**config.mk**
```make
export PLATFORM = sky130hd
export DESIGN_NAME = utf8_codepoint_at_index_unit_flat
export DESIGN_NICKNAME = d
export VERILOG_FILES = /design/src/hw/rtl/utf8ci_pkg.sv /design/src/hw/rtl/utf8ci_ifs.sv /design/src/hw/rtl/utf8_codepoint_at_index_unit.sv /design/src/hw/rtl/utf8ci_step.sv /design/src/flat_wrapper.sv
export SDC_FILE = /design/constraint.sdc
export NUM_CORES = 1
export LEC_CHECK = 0
export ABC_AREA = 1
export BUFFER_PORTS_ARGS = -buffer_cell sky130_fd_sc_hd__buf_2
export CAP_MARGIN = 20
export CORE_ASPECT_RATIO = 0.9
export CORE_MARGIN = 5
export CORE_UTILIZATION = 24
export CTS_CLUSTER_SIZE = 40
export DETAILED_ROUTE_END_ITERATION = 8
export HOLD_SLACK_MARGIN = 0.02
export PLACE_DENSITY = 0.39
export SYNTH_ARGS = -nofsm -noshare
export SYNTH_HDL_FRONTEND = slang
export SYNTH_SLANG_ARGS = --single-unit
```
**constraint.sdc**
```tcl
create_clock -name i_clk -period 2.3 [get_ports i_clk]
set_input_delay 0.46 -clock i_clk [delete_from_list [all_inputs] [get_ports i_clk]]
set_output_delay 0.46 -clock i_clk [all_outputs]
set_load 0.05 [all_outputs]
```
**src/hw/rtl/utf8ci_pkg.sv**
```systemverilog
// Shared types and constants for the UTF-8 code-point-at-index unit.
// No dependencies; every other file in hw/rtl refers to this package.
package utf8ci_pkg;

    // Field widths fixed by the stream format.
    localparam int ByteBits  = 8;
    localparam int IndexBits = 32;
    localparam int CodeBits  = 22;
    localparam int AccBits   = 21;
    localparam int RemBits   = 2;

    // Width of the character counter (range 8 to 64).
    localparam int CountBits = 32;
    // Width at which the counter and the sampled index are compared.
    localparam int CmpBits   = (CountBits > IndexBits) ? CountBits : IndexBits;

    // Lead-byte and continuation-byte patterns.
    localparam logic [ByteBits-1:0] AsciiMask = 8'h80;
    localparam logic [ByteBits-1:0] ContMask  = 8'hC0;
    localparam logic [ByteBits-1:0] ContTag   = 8'h80;
    localparam logic [ByteBits-1:0] Lead2Mask = 8'hE0;
    localparam logic [ByteBits-1:0] Lead2Tag  = 8'hC0;
    localparam logic [ByteBits-1:0] Lead2Data = 8'h1F;
    localparam logic [ByteBits-1:0] Lead3Mask = 8'hF0;
    localparam logic [ByteBits-1:0] Lead3Tag  = 8'hE0;
    localparam logic [ByteBits-1:0] Lead3Data = 8'h0F;
    localparam logic [ByteBits-1:0] Lead4Mask = 8'hF8;
    localparam logic [ByteBits-1:0] Lead4Tag  = 8'hF0;
    localparam logic [ByteBits-1:0] Lead4Data = 8'h07;
    localparam logic [ByteBits-1:0] ContData  = 8'h3F;
    localparam logic [ByteBits-1:0] NulByte   = 8'h00;

    localparam logic [CodeBits-1:0] CodeAbsent = {CodeBits{1'b1}};

    typedef enum logic [1:0] {
        PH_START   = 2'd0,
        PH_SEARCH  = 2'd1,
        PH_COLLECT = 2'd2,
        PH_DONE    = 2'd3
    } t_phase;

    typedef struct packed {
        t_phase                 phase;
        logic [RemBits-1:0]     remaining;
        logic [AccBits-1:0]     accum;
        logic [CodeBits-1:0]    verdict;
        logic [CountBits-1:0]   chars_seen;
        logic [IndexBits-1:0]   target;
    } t_state;

    localparam t_state StateReset = '{
        phase:      PH_START,
        remaining:  '0,
        accum:      '0,
        verdict:    CodeAbsent,
        chars_seen: '0,
        target:     '0
    };

endpackage

```
**src/hw/rtl/utf8ci_ifs.sv**
```systemverilog
// Valid/ready channel interfaces for the byte input and the code-point output.
// Depends on utf8ci_pkg for the field widths.
interface utf8ci_byte_if;
    logic                                     valid;
    logic                                     ready;
    logic [utf8ci_pkg::ByteBits-1:0]          text_byte;
    logic signed [utf8ci_pkg::IndexBits-1:0]  query_index;

    modport source (output valid, output text_byte, output query_index, input ready);
    modport sink   (input valid, input text_byte, input query_index, output ready);
endinterface

interface utf8ci_cp_if;
    logic                                     valid;
    logic                                     ready;
    logic signed [utf8ci_pkg::CodeBits-1:0]   code_value;

    modport source (output valid, output code_value, input ready);
    modport sink   (input valid, input code_value, output ready);
endinterface

```
**src/hw/rtl/utf8_codepoint_at_index_unit.sv**
```systemverilog
// Top level of the UTF-8 code-point-at-index unit: input register, decode
// state, result register. Depends on utf8ci_pkg, utf8ci_ifs and utf8ci_step.
//
//   Channel   Dir  Payload                                   Moves on
//   i_text    in   text_byte[7:0], query_index[31:0] signed  valid & ready
//   o_code    out  code_value[21:0] signed                   valid & ready
//
// Each byte is taken into an input register, processed by the combinational
// step logic, and the decode state is updated; a transfer can occur on every
// cycle while no NUL waits in the input register. Only the terminating NUL
// produces a result, which is held in the output register once the NUL retires.
// A NUL waits in the input register while an earlier result has not yet been
// taken, so the input stalls only when two results are outstanding.
// Reset (i_rst_n low at a clock edge) empties both registers and returns the
// decode state to the start of a string.
module utf8_codepoint_at_index_unit (
    input  logic              i_clk,
    input  logic              i_rst_n,
    utf8ci_byte_if.sink       i_text,
    utf8ci_cp_if.source       o_code
);

    // Input register.
    logic                                   r_in_valid;
    logic [utf8ci_pkg::ByteBits-1:0]        r_in_byte;
    logic [utf8ci_pkg::IndexBits-1:0]       r_in_query;

    // Decode state carried from byte to byte.
    utf8ci_pkg::t_state                     r_state;
    utf8ci_pkg::t_state                     n_state;

    // Result register.
    logic                                   r_out_valid;
    logic [utf8ci_pkg::CodeBits-1:0]        r_out_code;

    logic                                   w_res_valid;
    logic [utf8ci_pkg::CodeBits-1:0]        w_res;
    logic                                   w_out_free;
    logic                                   w_adv;

    utf8ci_step u_step (
        .i_state        (r_state),
        .i_byte         (r_in_byte),
        .i_query        (r_in_query),
        .o_state        (n_state),
        .o_result_valid (w_res_valid),
        .o_result       (w_res)
    );

    // The registered byte retires unless it is a NUL whose result has
    // nowhere to go yet.
    assign w_out_free = !r_out_valid || o_code.ready;
    assign w_adv      = r_in_valid && (!w_res_valid || w_out_free);

    assign i_text.ready      = !r_in_valid || w_adv;
    assign o_code.valid      = r_out_valid;
    assign o_code.code_value = r_out_code;

    always_ff @(posedge i_clk) begin
        if (!i_rst_n) begin
            r_in_valid  <= 1'b0;
            r_out_valid <= 1'b0;
            r_state     <= utf8ci_pkg::StateReset;
        end else begin
            if (i_text.ready) begin
                r_in_valid <= i_text.valid;
            end
            if (w_adv) begin
                r_state <= n_state;
            end
            if (w_adv && w_res_valid) begin
                r_out_valid <= 1'b1;
            end else if (o_code.ready) begin
                r_out_valid <= 1'b0;
            end
        end
    end

    // Payload registers carry no reset.
    always_ff @(posedge i_clk) begin
        if (i_text.valid && i_text.ready) begin
            r_in_byte  <= i_text.text_byte;
            r_in_query <= i_text.query_index;
        end
        if (w_adv && w_res_valid) begin
            r_out_code <= w_res;
        end
    end

`ifndef NO_ASSERTIONS
    // A new result only follows the retirement of a NUL byte.
    a_result_from_nul: assert property (@(posedge i_clk) disable iff (!i_rst_n)
        $rose(r_out_valid) |-> $past(w_adv && r_in_byte == utf8ci_pkg::NulByte))
        else $error("result raised without a retired NUL byte");

    // After a NUL the decoder is back at the start of a string.
    a_nul_restarts: assert property (@(posedge i_clk) disable iff (!i_rst_n)
        (w_adv && w_res_valid) |=> (r_state.phase == utf8ci_pkg::PH_START))
        else $error("decoder did not restart after a NUL byte");

    // While collecting, at least one continuation byte is still expected.
    a_collect_pending: assert property (@(posedge i_clk) disable iff (!i_rst_n)
        (r_state.phase == utf8ci_pkg::PH_COLLECT) |-> (r_state.remaining != '0))
        else $error("collecting with no continuation bytes outstanding");

    // A byte held in the input register is never overwritten.
    a_in_hold: assert property (@(posedge i_clk) disable iff (!i_rst_n)
        (r_in_valid && !w_adv) |=> (r_in_valid && $stable(r_in_byte)))
        else $error("stalled input byte lost");
`endif

endmodule

```
**src/hw/rtl/utf8ci_step.sv**
```systemverilog
// Next-state logic for one string byte: counting, lead-byte decode and
// continuation folding. Depends on utf8ci_pkg.
module utf8ci_step (
    input  utf8ci_pkg::t_state                 i_state,
    input  logic [utf8ci_pkg::ByteBits-1:0]    i_byte,
    input  logic [utf8ci_pkg::IndexBits-1:0]   i_query,
    output utf8ci_pkg::t_state                 o_state,
    output logic                               o_result_valid,
    output logic [utf8ci_pkg::CodeBits-1:0]    o_result
);

    utf8ci_pkg::t_state                s;
    logic                              is_cont;
    logic [utf8ci_pkg::AccBits-1:0]    acc_next;
    logic [utf8ci_pkg::RemBits-1:0]    rem_next;

    always_comb begin
        // The first byte of a string samples the index and clears the rest.
        s = i_state;
        if (i_state.phase == utf8ci_pkg::PH_START) begin
            s = utf8ci_pkg::StateReset;
            s.target = i_query;
            s.phase = i_query[utf8ci_pkg::IndexBits-1] ? utf8ci_pkg::PH_DONE
                                                         : utf8ci_pkg::PH_SEARCH;
        end

        is_cont  = (i_byte & utf8ci_pkg::ContMask) == utf8ci_pkg::ContTag;
        acc_next = {s.accum[utf8ci_pkg::AccBits-7:0], i_byte[5:0]};
        rem_next = s.remaining - utf8ci_pkg::RemBits'(1);

        o_result_valid = (i_byte == utf8ci_pkg::NulByte);
        o_result = (s.phase == utf8ci_pkg::PH_DONE) ? s.verdict : utf8ci_pkg::CodeAbsent;
        o_state  = s;

        if (o_result_valid) begin
            o_state = utf8ci_pkg::StateReset;
        end else begin
            case (s.phase)
                utf8ci_pkg::PH_SEARCH: begin
                    if (!is_cont) begin
                        if (utf8ci_pkg::CmpBits'(s.chars_seen)
                                == utf8ci_pkg::CmpBits'(s.target)) begin
                            if ((i_byte & utf8ci_pkg::AsciiMask) == '0) begin
                                o_state.verdict = utf8ci_pkg::CodeBits'(i_byte);
                                o_state.phase   = utf8ci_pkg::PH_DONE;
                            end else if ((i_byte & utf8ci_pkg::Lead2Mask)
                                         == utf8ci_pkg::Lead2Tag) begin
                                o_state.accum     = utf8ci_pkg::AccBits'(
                                                    i_byte & utf8ci_pkg::Lead2Data);
                                o_state.remaining = utf8ci_pkg::RemBits'(1);
                                o_state.phase     = utf8ci_pkg::PH_COLLECT;
                            end else if ((i_byte & utf8ci_pkg::Lead3Mask)
                                         == utf8ci_pkg::Lead3Tag) begin
                                o_state.accum     = utf8ci_pkg::AccBits'(
                                                    i_byte & utf8ci_pkg::Lead3Data);
                                o_state.remaining = utf8ci_pkg::RemBits'(2);
                                o_state.phase     = utf8ci_pkg::PH_COLLECT;
                            end else if ((i_byte & utf8ci_pkg::Lead4Mask)
                                         == utf8ci_pkg::Lead4Tag) begin
                                o_state.accum     = utf8ci_pkg::AccBits'(
                                                    i_byte & utf8ci_pkg::Lead4Data);
                                o_state.remaining = utf8ci_pkg::RemBits'(3);
                                o_state.phase     = utf8ci_pkg::PH_COLLECT;
                            end else begin
                                o_state.verdict = utf8ci_pkg::CodeAbsent;
                                o_state.phase   = utf8ci_pkg::PH_DONE;
                            end
                        end else if (!(&s.chars_seen)) begin
                            // The counter sticks at its maximum value.
                            o_state.chars_seen = s.chars_seen
                                               + utf8ci_pkg::CountBits'(1);
                        end
                    end
                end
                utf8ci_pkg::PH_COLLECT: begin
                    if (!is_cont) begin
                        o_state.verdict = utf8ci_pkg::CodeAbsent;
                        o_state.phase   = utf8ci_pkg::PH_DONE;
                    end else begin
                        o_state.accum     = acc_next;
                        o_state.remaining = rem_next;
                        if (rem_next == '0) begin
                            o_state.verdict = utf8ci_pkg::CodeBits'(acc_next);
                            o_state.phase   = utf8ci_pkg::PH_DONE;
                        end
                    end
                end
                default: begin
                    o_state = s;
                end
            endcase
        end
    end

endmodule

```
**src/flat_wrapper.sv**
```systemverilog
// flat-port wrapper written by rule: the top's interface ports become plain ports
module utf8_codepoint_at_index_unit_flat 
  (i_clk, i_rst_n, i_text_valid, i_text_text_byte, i_text_query_index, i_text_ready, o_code_valid, o_code_code_value, o_code_ready);
  utf8ci_byte_if i_text_i ();
  utf8ci_cp_if o_code_i ();
  input  logic i_clk;
  input  logic i_rst_n;
  input wire logic [$bits(i_text_i.valid)-1:0] i_text_valid;
  input wire logic [$bits(i_text_i.text_byte)-1:0] i_text_text_byte;
  input wire logic [$bits(i_text_i.query_index)-1:0] i_text_query_index;
  output wire logic [$bits(i_text_i.ready)-1:0] i_text_ready;
  output wire logic [$bits(o_code_i.valid)-1:0] o_code_valid;
  output wire logic [$bits(o_code_i.code_value)-1:0] o_code_code_value;
  input wire logic [$bits(o_code_i.ready)-1:0] o_code_ready;
  assign i_text_i.valid = i_text_valid;
  assign i_text_i.text_byte = i_text_text_byte;
  assign i_text_i.query_index = i_text_query_index;
  assign i_text_ready = i_text_i.ready;
  assign o_code_valid = o_code_i.valid;
  assign o_code_code_value = o_code_i.code_value;
  assign o_code_i.ready = o_code_ready;
  utf8_codepoint_at_index_unit u_core (.i_clk(i_clk), .i_rst_n(i_rst_n), .i_text(i_text_i), .o_code(o_code_i));
endmodule
```
==> flow_metrics.py <==
metrics = {
    "run_status": {
        "outcome": "complete, but fails checks",
        "violations": "negative setup slack",
    },
    "worst_setup_path": {
        "worstRegToRegCells": 20,
        "critPathLaunch": "u_core.r_state[110]",
        "start_kind": "register",
        "path_cells": "inv_8 > nand2_8 > buf_12 > buf_16 > nand2_4 > nand3_2 > nand2_2 > nand2_2 > nor2_4 > nand2_2 > nor2_1 > nand2_1 > buf_6 > buf_12 > nor2_4 > a21oi_1 > nand2_1 > nand3b_1 > nand2_1 > nand2_1",
        "crit_required_ns": 2.66,
        "slowest_delay_ns": 0.38,
        "cp.arrival_ns": 2.86,
        "regToRegStartpoint": "u_core.r_state[110]",
        "worst-path-max-fanout": 7,
        "cp_top_family": "simple AND/OR/NAND/NOR gates",
        "cp.buffers_inverters": 5,
        "endpoint_kind": "register",
        "critPathSlowestCell": "dfxtp_4",
        "r2r_end": "u_core.r_state[65]",
        "rrSetupSlack_ns": -0.21,
        "crit_top_cell": "nand2_1",
        "criticalPathCategory": "register to register",
    },
    "clock_tree": {
        "numCtsBuffers": 17,
        "tritoncts": "yes",
        "clk_pin_slew_ns": 0.07,
        "insertion_delay_ns": 0.47,
        "htree_levels": 4,
        "cts_root_buffer": "clkbuf_16",
        "clock-sinks": 169,
        "cts.path.max_buffers": 2,
    },
    "global_route": {
        "grtUsageTotal_pct": 16.0,
        "grt_antenna_before_repair": 0,
        "grt_pass1_wl_mm": 57.3,
        "grt_pass1_vias": 10200,
        "grt.overflow.total": 0,
        "grt_max_degree": 62,
    },
    "worst_hold_path": {
        "holdCritPathClass": "input pin to register",
        "hp-start": "i_text_query_index[26]",
        "holdPathStages": 1,
        "min_to": "u_core.r_in_query[26]",
    },
    "sta": {
        "clock_skew_ns": 0.0138,
        "fin_crit_sh_pct": 109,
        "rsz0062_at_grt": "yes",
        "slew_headroom_pct": 64.0,
        "setup_viol": 72,
        "fmax_ghz": 0.399,
        "hold_viol": 0,
        "period_needed_ns": 2.51,
        "worst_pin_slew_ns": 0.539,
        "slew_viol_final": 0,
        "finalWorstSetupSlack_ns": -0.209,
        "setup-tns-final_ns": -9.41,
    },
    "place": {
        "port_buffers": 67,
        "placed_cells": 2199,
        "dp_hpwl_mm": 23.4,
        "place_congestion": 0.844,
        "post-place-ws_ns": -0.354,
        "post_dp_cell_area_um2": 12000,
    },
    "logic_synthesis": {
        "syn_nets": 1521,
        "synth_edf_count": 62,
        "synth_warnings": 0,
        "yosysSeqAreaShare_pct": 41.2,
        "netlist_area_um2": 9710,
        "syn_avg_cell_area_um2": 6.59,
        "ys.flop_type": "dfxtp_1",
        "postSynthCellCount": 1475,
        "synth_cell_types": 33,
        "ys_ff_latch": 169,
        "async_reset_ff_share_pct": 0,
    },
    "pwr": {
        "powerDensity_nw_per_um2": 576,
        "peakVddDrop_mv": 0.497,
        "power_mw": 8.30,
        "p_leak_nw": 5.90,
    },
    "floorplanning": {
        "dieHeight_um": 201,
        "die_w_um": 222,
        "die-area_um2": 44600,
        "core_um2": 40300,
        "initial_utilization_pct": 24.1,
        "io-pin-count": 68,
        "row_count": 70,
    },
    "routing": {
        "final_antenna_net_count": 0,
        "wl_per_cell_um": 15.9,
        "vias_per_cell": 4.66,
        "wl_mm": 36.3,
        "dr.pass1.iters": 5,
        "detail_route.iter0.violations": 633,
        "vias": 10600,
        "drc": 0,
    },
    "finish": {
        "fin_area_um2": 14400,
        "multi_input_area_um2": 5950,
        "instances_no_fill": 2276,
        "nNetsFinal": 1769,
        "layout-drive-gt1-share_pct": 33.5,
        "fillers": 4327,
        "diodes": 0,
        "seqCellArea_um2": 4010,
        "area_growth_pct": 48.2,
    },
    "flow_run": {
        "maxCapViolCount": 0,
    },
}
[per-stage QoR]
step,utilization (%),hold WS (ns)
final,35.7,0.166
after global routing,35.7,0.138
after CTS,34.1,0.126
after detailed placement,29.9,0.451
after global placement,29.9,0.447
after floorplan,-,0.437
[cells in the mapped netlist (8+ instances only)]
cell,count,area share [%]
inv_2,13,0.50
o221ai_1,9,0.81
clkbuf_1,46,1.8
inv_1,116,4.5
nor2_1,119,4.6
o21ai_1,13,0.67
o21ai_0,81,4.2
nand2_1,503,19
nand3_1,163,8.4
dfxtp_1,107,22
nand4_1,19,1.2
a21oi_1,154,7.9
edfxtp_1,62,19
buf_2,14,0.72
buf_1,8,0.31
[flip-flops by register name, summed over array words and instances (netlist names)]
name / count
u_core.r_in_byte: 8
u_core.r_state: 105
u_core.o_code.valid: 1
u_core.r_in_valid: 1
u_core.r_in_query: 32
u_core.o_code.code_value: 22
[layout make-up]
type,count,share of cell area [%]
repair buffers,303,18.3
clock buffers,20,3.25
clock inverters,12,0.939
multi-input cells,1103,41.3
inverters,129,3.62
flip-flops and latches,169,27.9
well taps,540,4.69
[kinds of logic after synthesis]
logic type,after synthesis,share of synthesized area (%)
compound gates,273,14.8
fa+ha+maj,2,0.258
buf+inv,206,8.60
flops,169,41.2
simple gates,825,35.1
[where the power goes]
part           internal (mW)  switching [mW]
sequential              3.24          0.0883
clock                   1.71            1.36
combinational          0.765            1.13
total                   5.71            2.58
[per-layer routing]
layer | share of wire, % | vias to the layer above | wire length, µm | GRT usage [%]
met5 | 0 | - | 0 | 0
li1 | - | 5403 | - | -
met1 | 51 | 5010 | 18600 | 23.4
met2 | 44 | 156 | 16100 | 24.5
met3 | 3.0 | 29 | 1100 | 2.38
met4 | 1.4 | 0 | 505 | 4.42
[timing repair]
action	4_1_cts	5_1_grt
pin swaps	68	86
resized for setup	205	167
setup endpoints to repair	77	84
cloned	13	2
hold buffers	0	0
buffers inserted	27	10
[cells in the final DEF, fill, tap and decap left out, types with 25 or more instances in the layout]
cell      instances
nand3_2          39
nand2_2          59
dfxtp_1         105
inv_1           104
nor2_1           86
buf_6            25
edfxtp_1         62
buf_4           181
a21oi_1         134
nand3_1         121
o21ai_0          50
buf_2            66
nand2_1         421
[worst reg2reg max path, cell delays in order, from the launching register on]
cell and delay [ns]:
dfxtp_4 0.38, inv_8 0.09, nand2_8 0.12, buf_12 0.17, buf_16 0.15, nand2_4 0.06
nand3_2 0.08, nand2_2 0.08, nand2_2 0.06, nor2_4 0.09, nand2_2 0.09, nor2_1 0.12
nand2_1 0.09, buf_6 0.15, buf_12 0.15, nor2_4 0.19, a21oi_1 0.10, nand2_1 0.06
nand3b_1 0.07, nand2_1 0.06, nand2_1 0.04
[worst max path at each step]
stage | end | slack (ns) | depth (start not counted)
after floorplan | u_core.r_in_byte[0] | -0.38 | 6
after global placement | u_core.r_state[69] | -0.35 | 19
after detailed placement | u_core.r_state[69] | -0.35 | 19
after CTS | u_core.r_state[85] | -0.14 | 20
after global routing | u_core.r_state[66] | -0.35 | 20
final | u_core.r_state[65] | -0.21 | 20
Note: power is estimated with default switching activity, not from simulation.
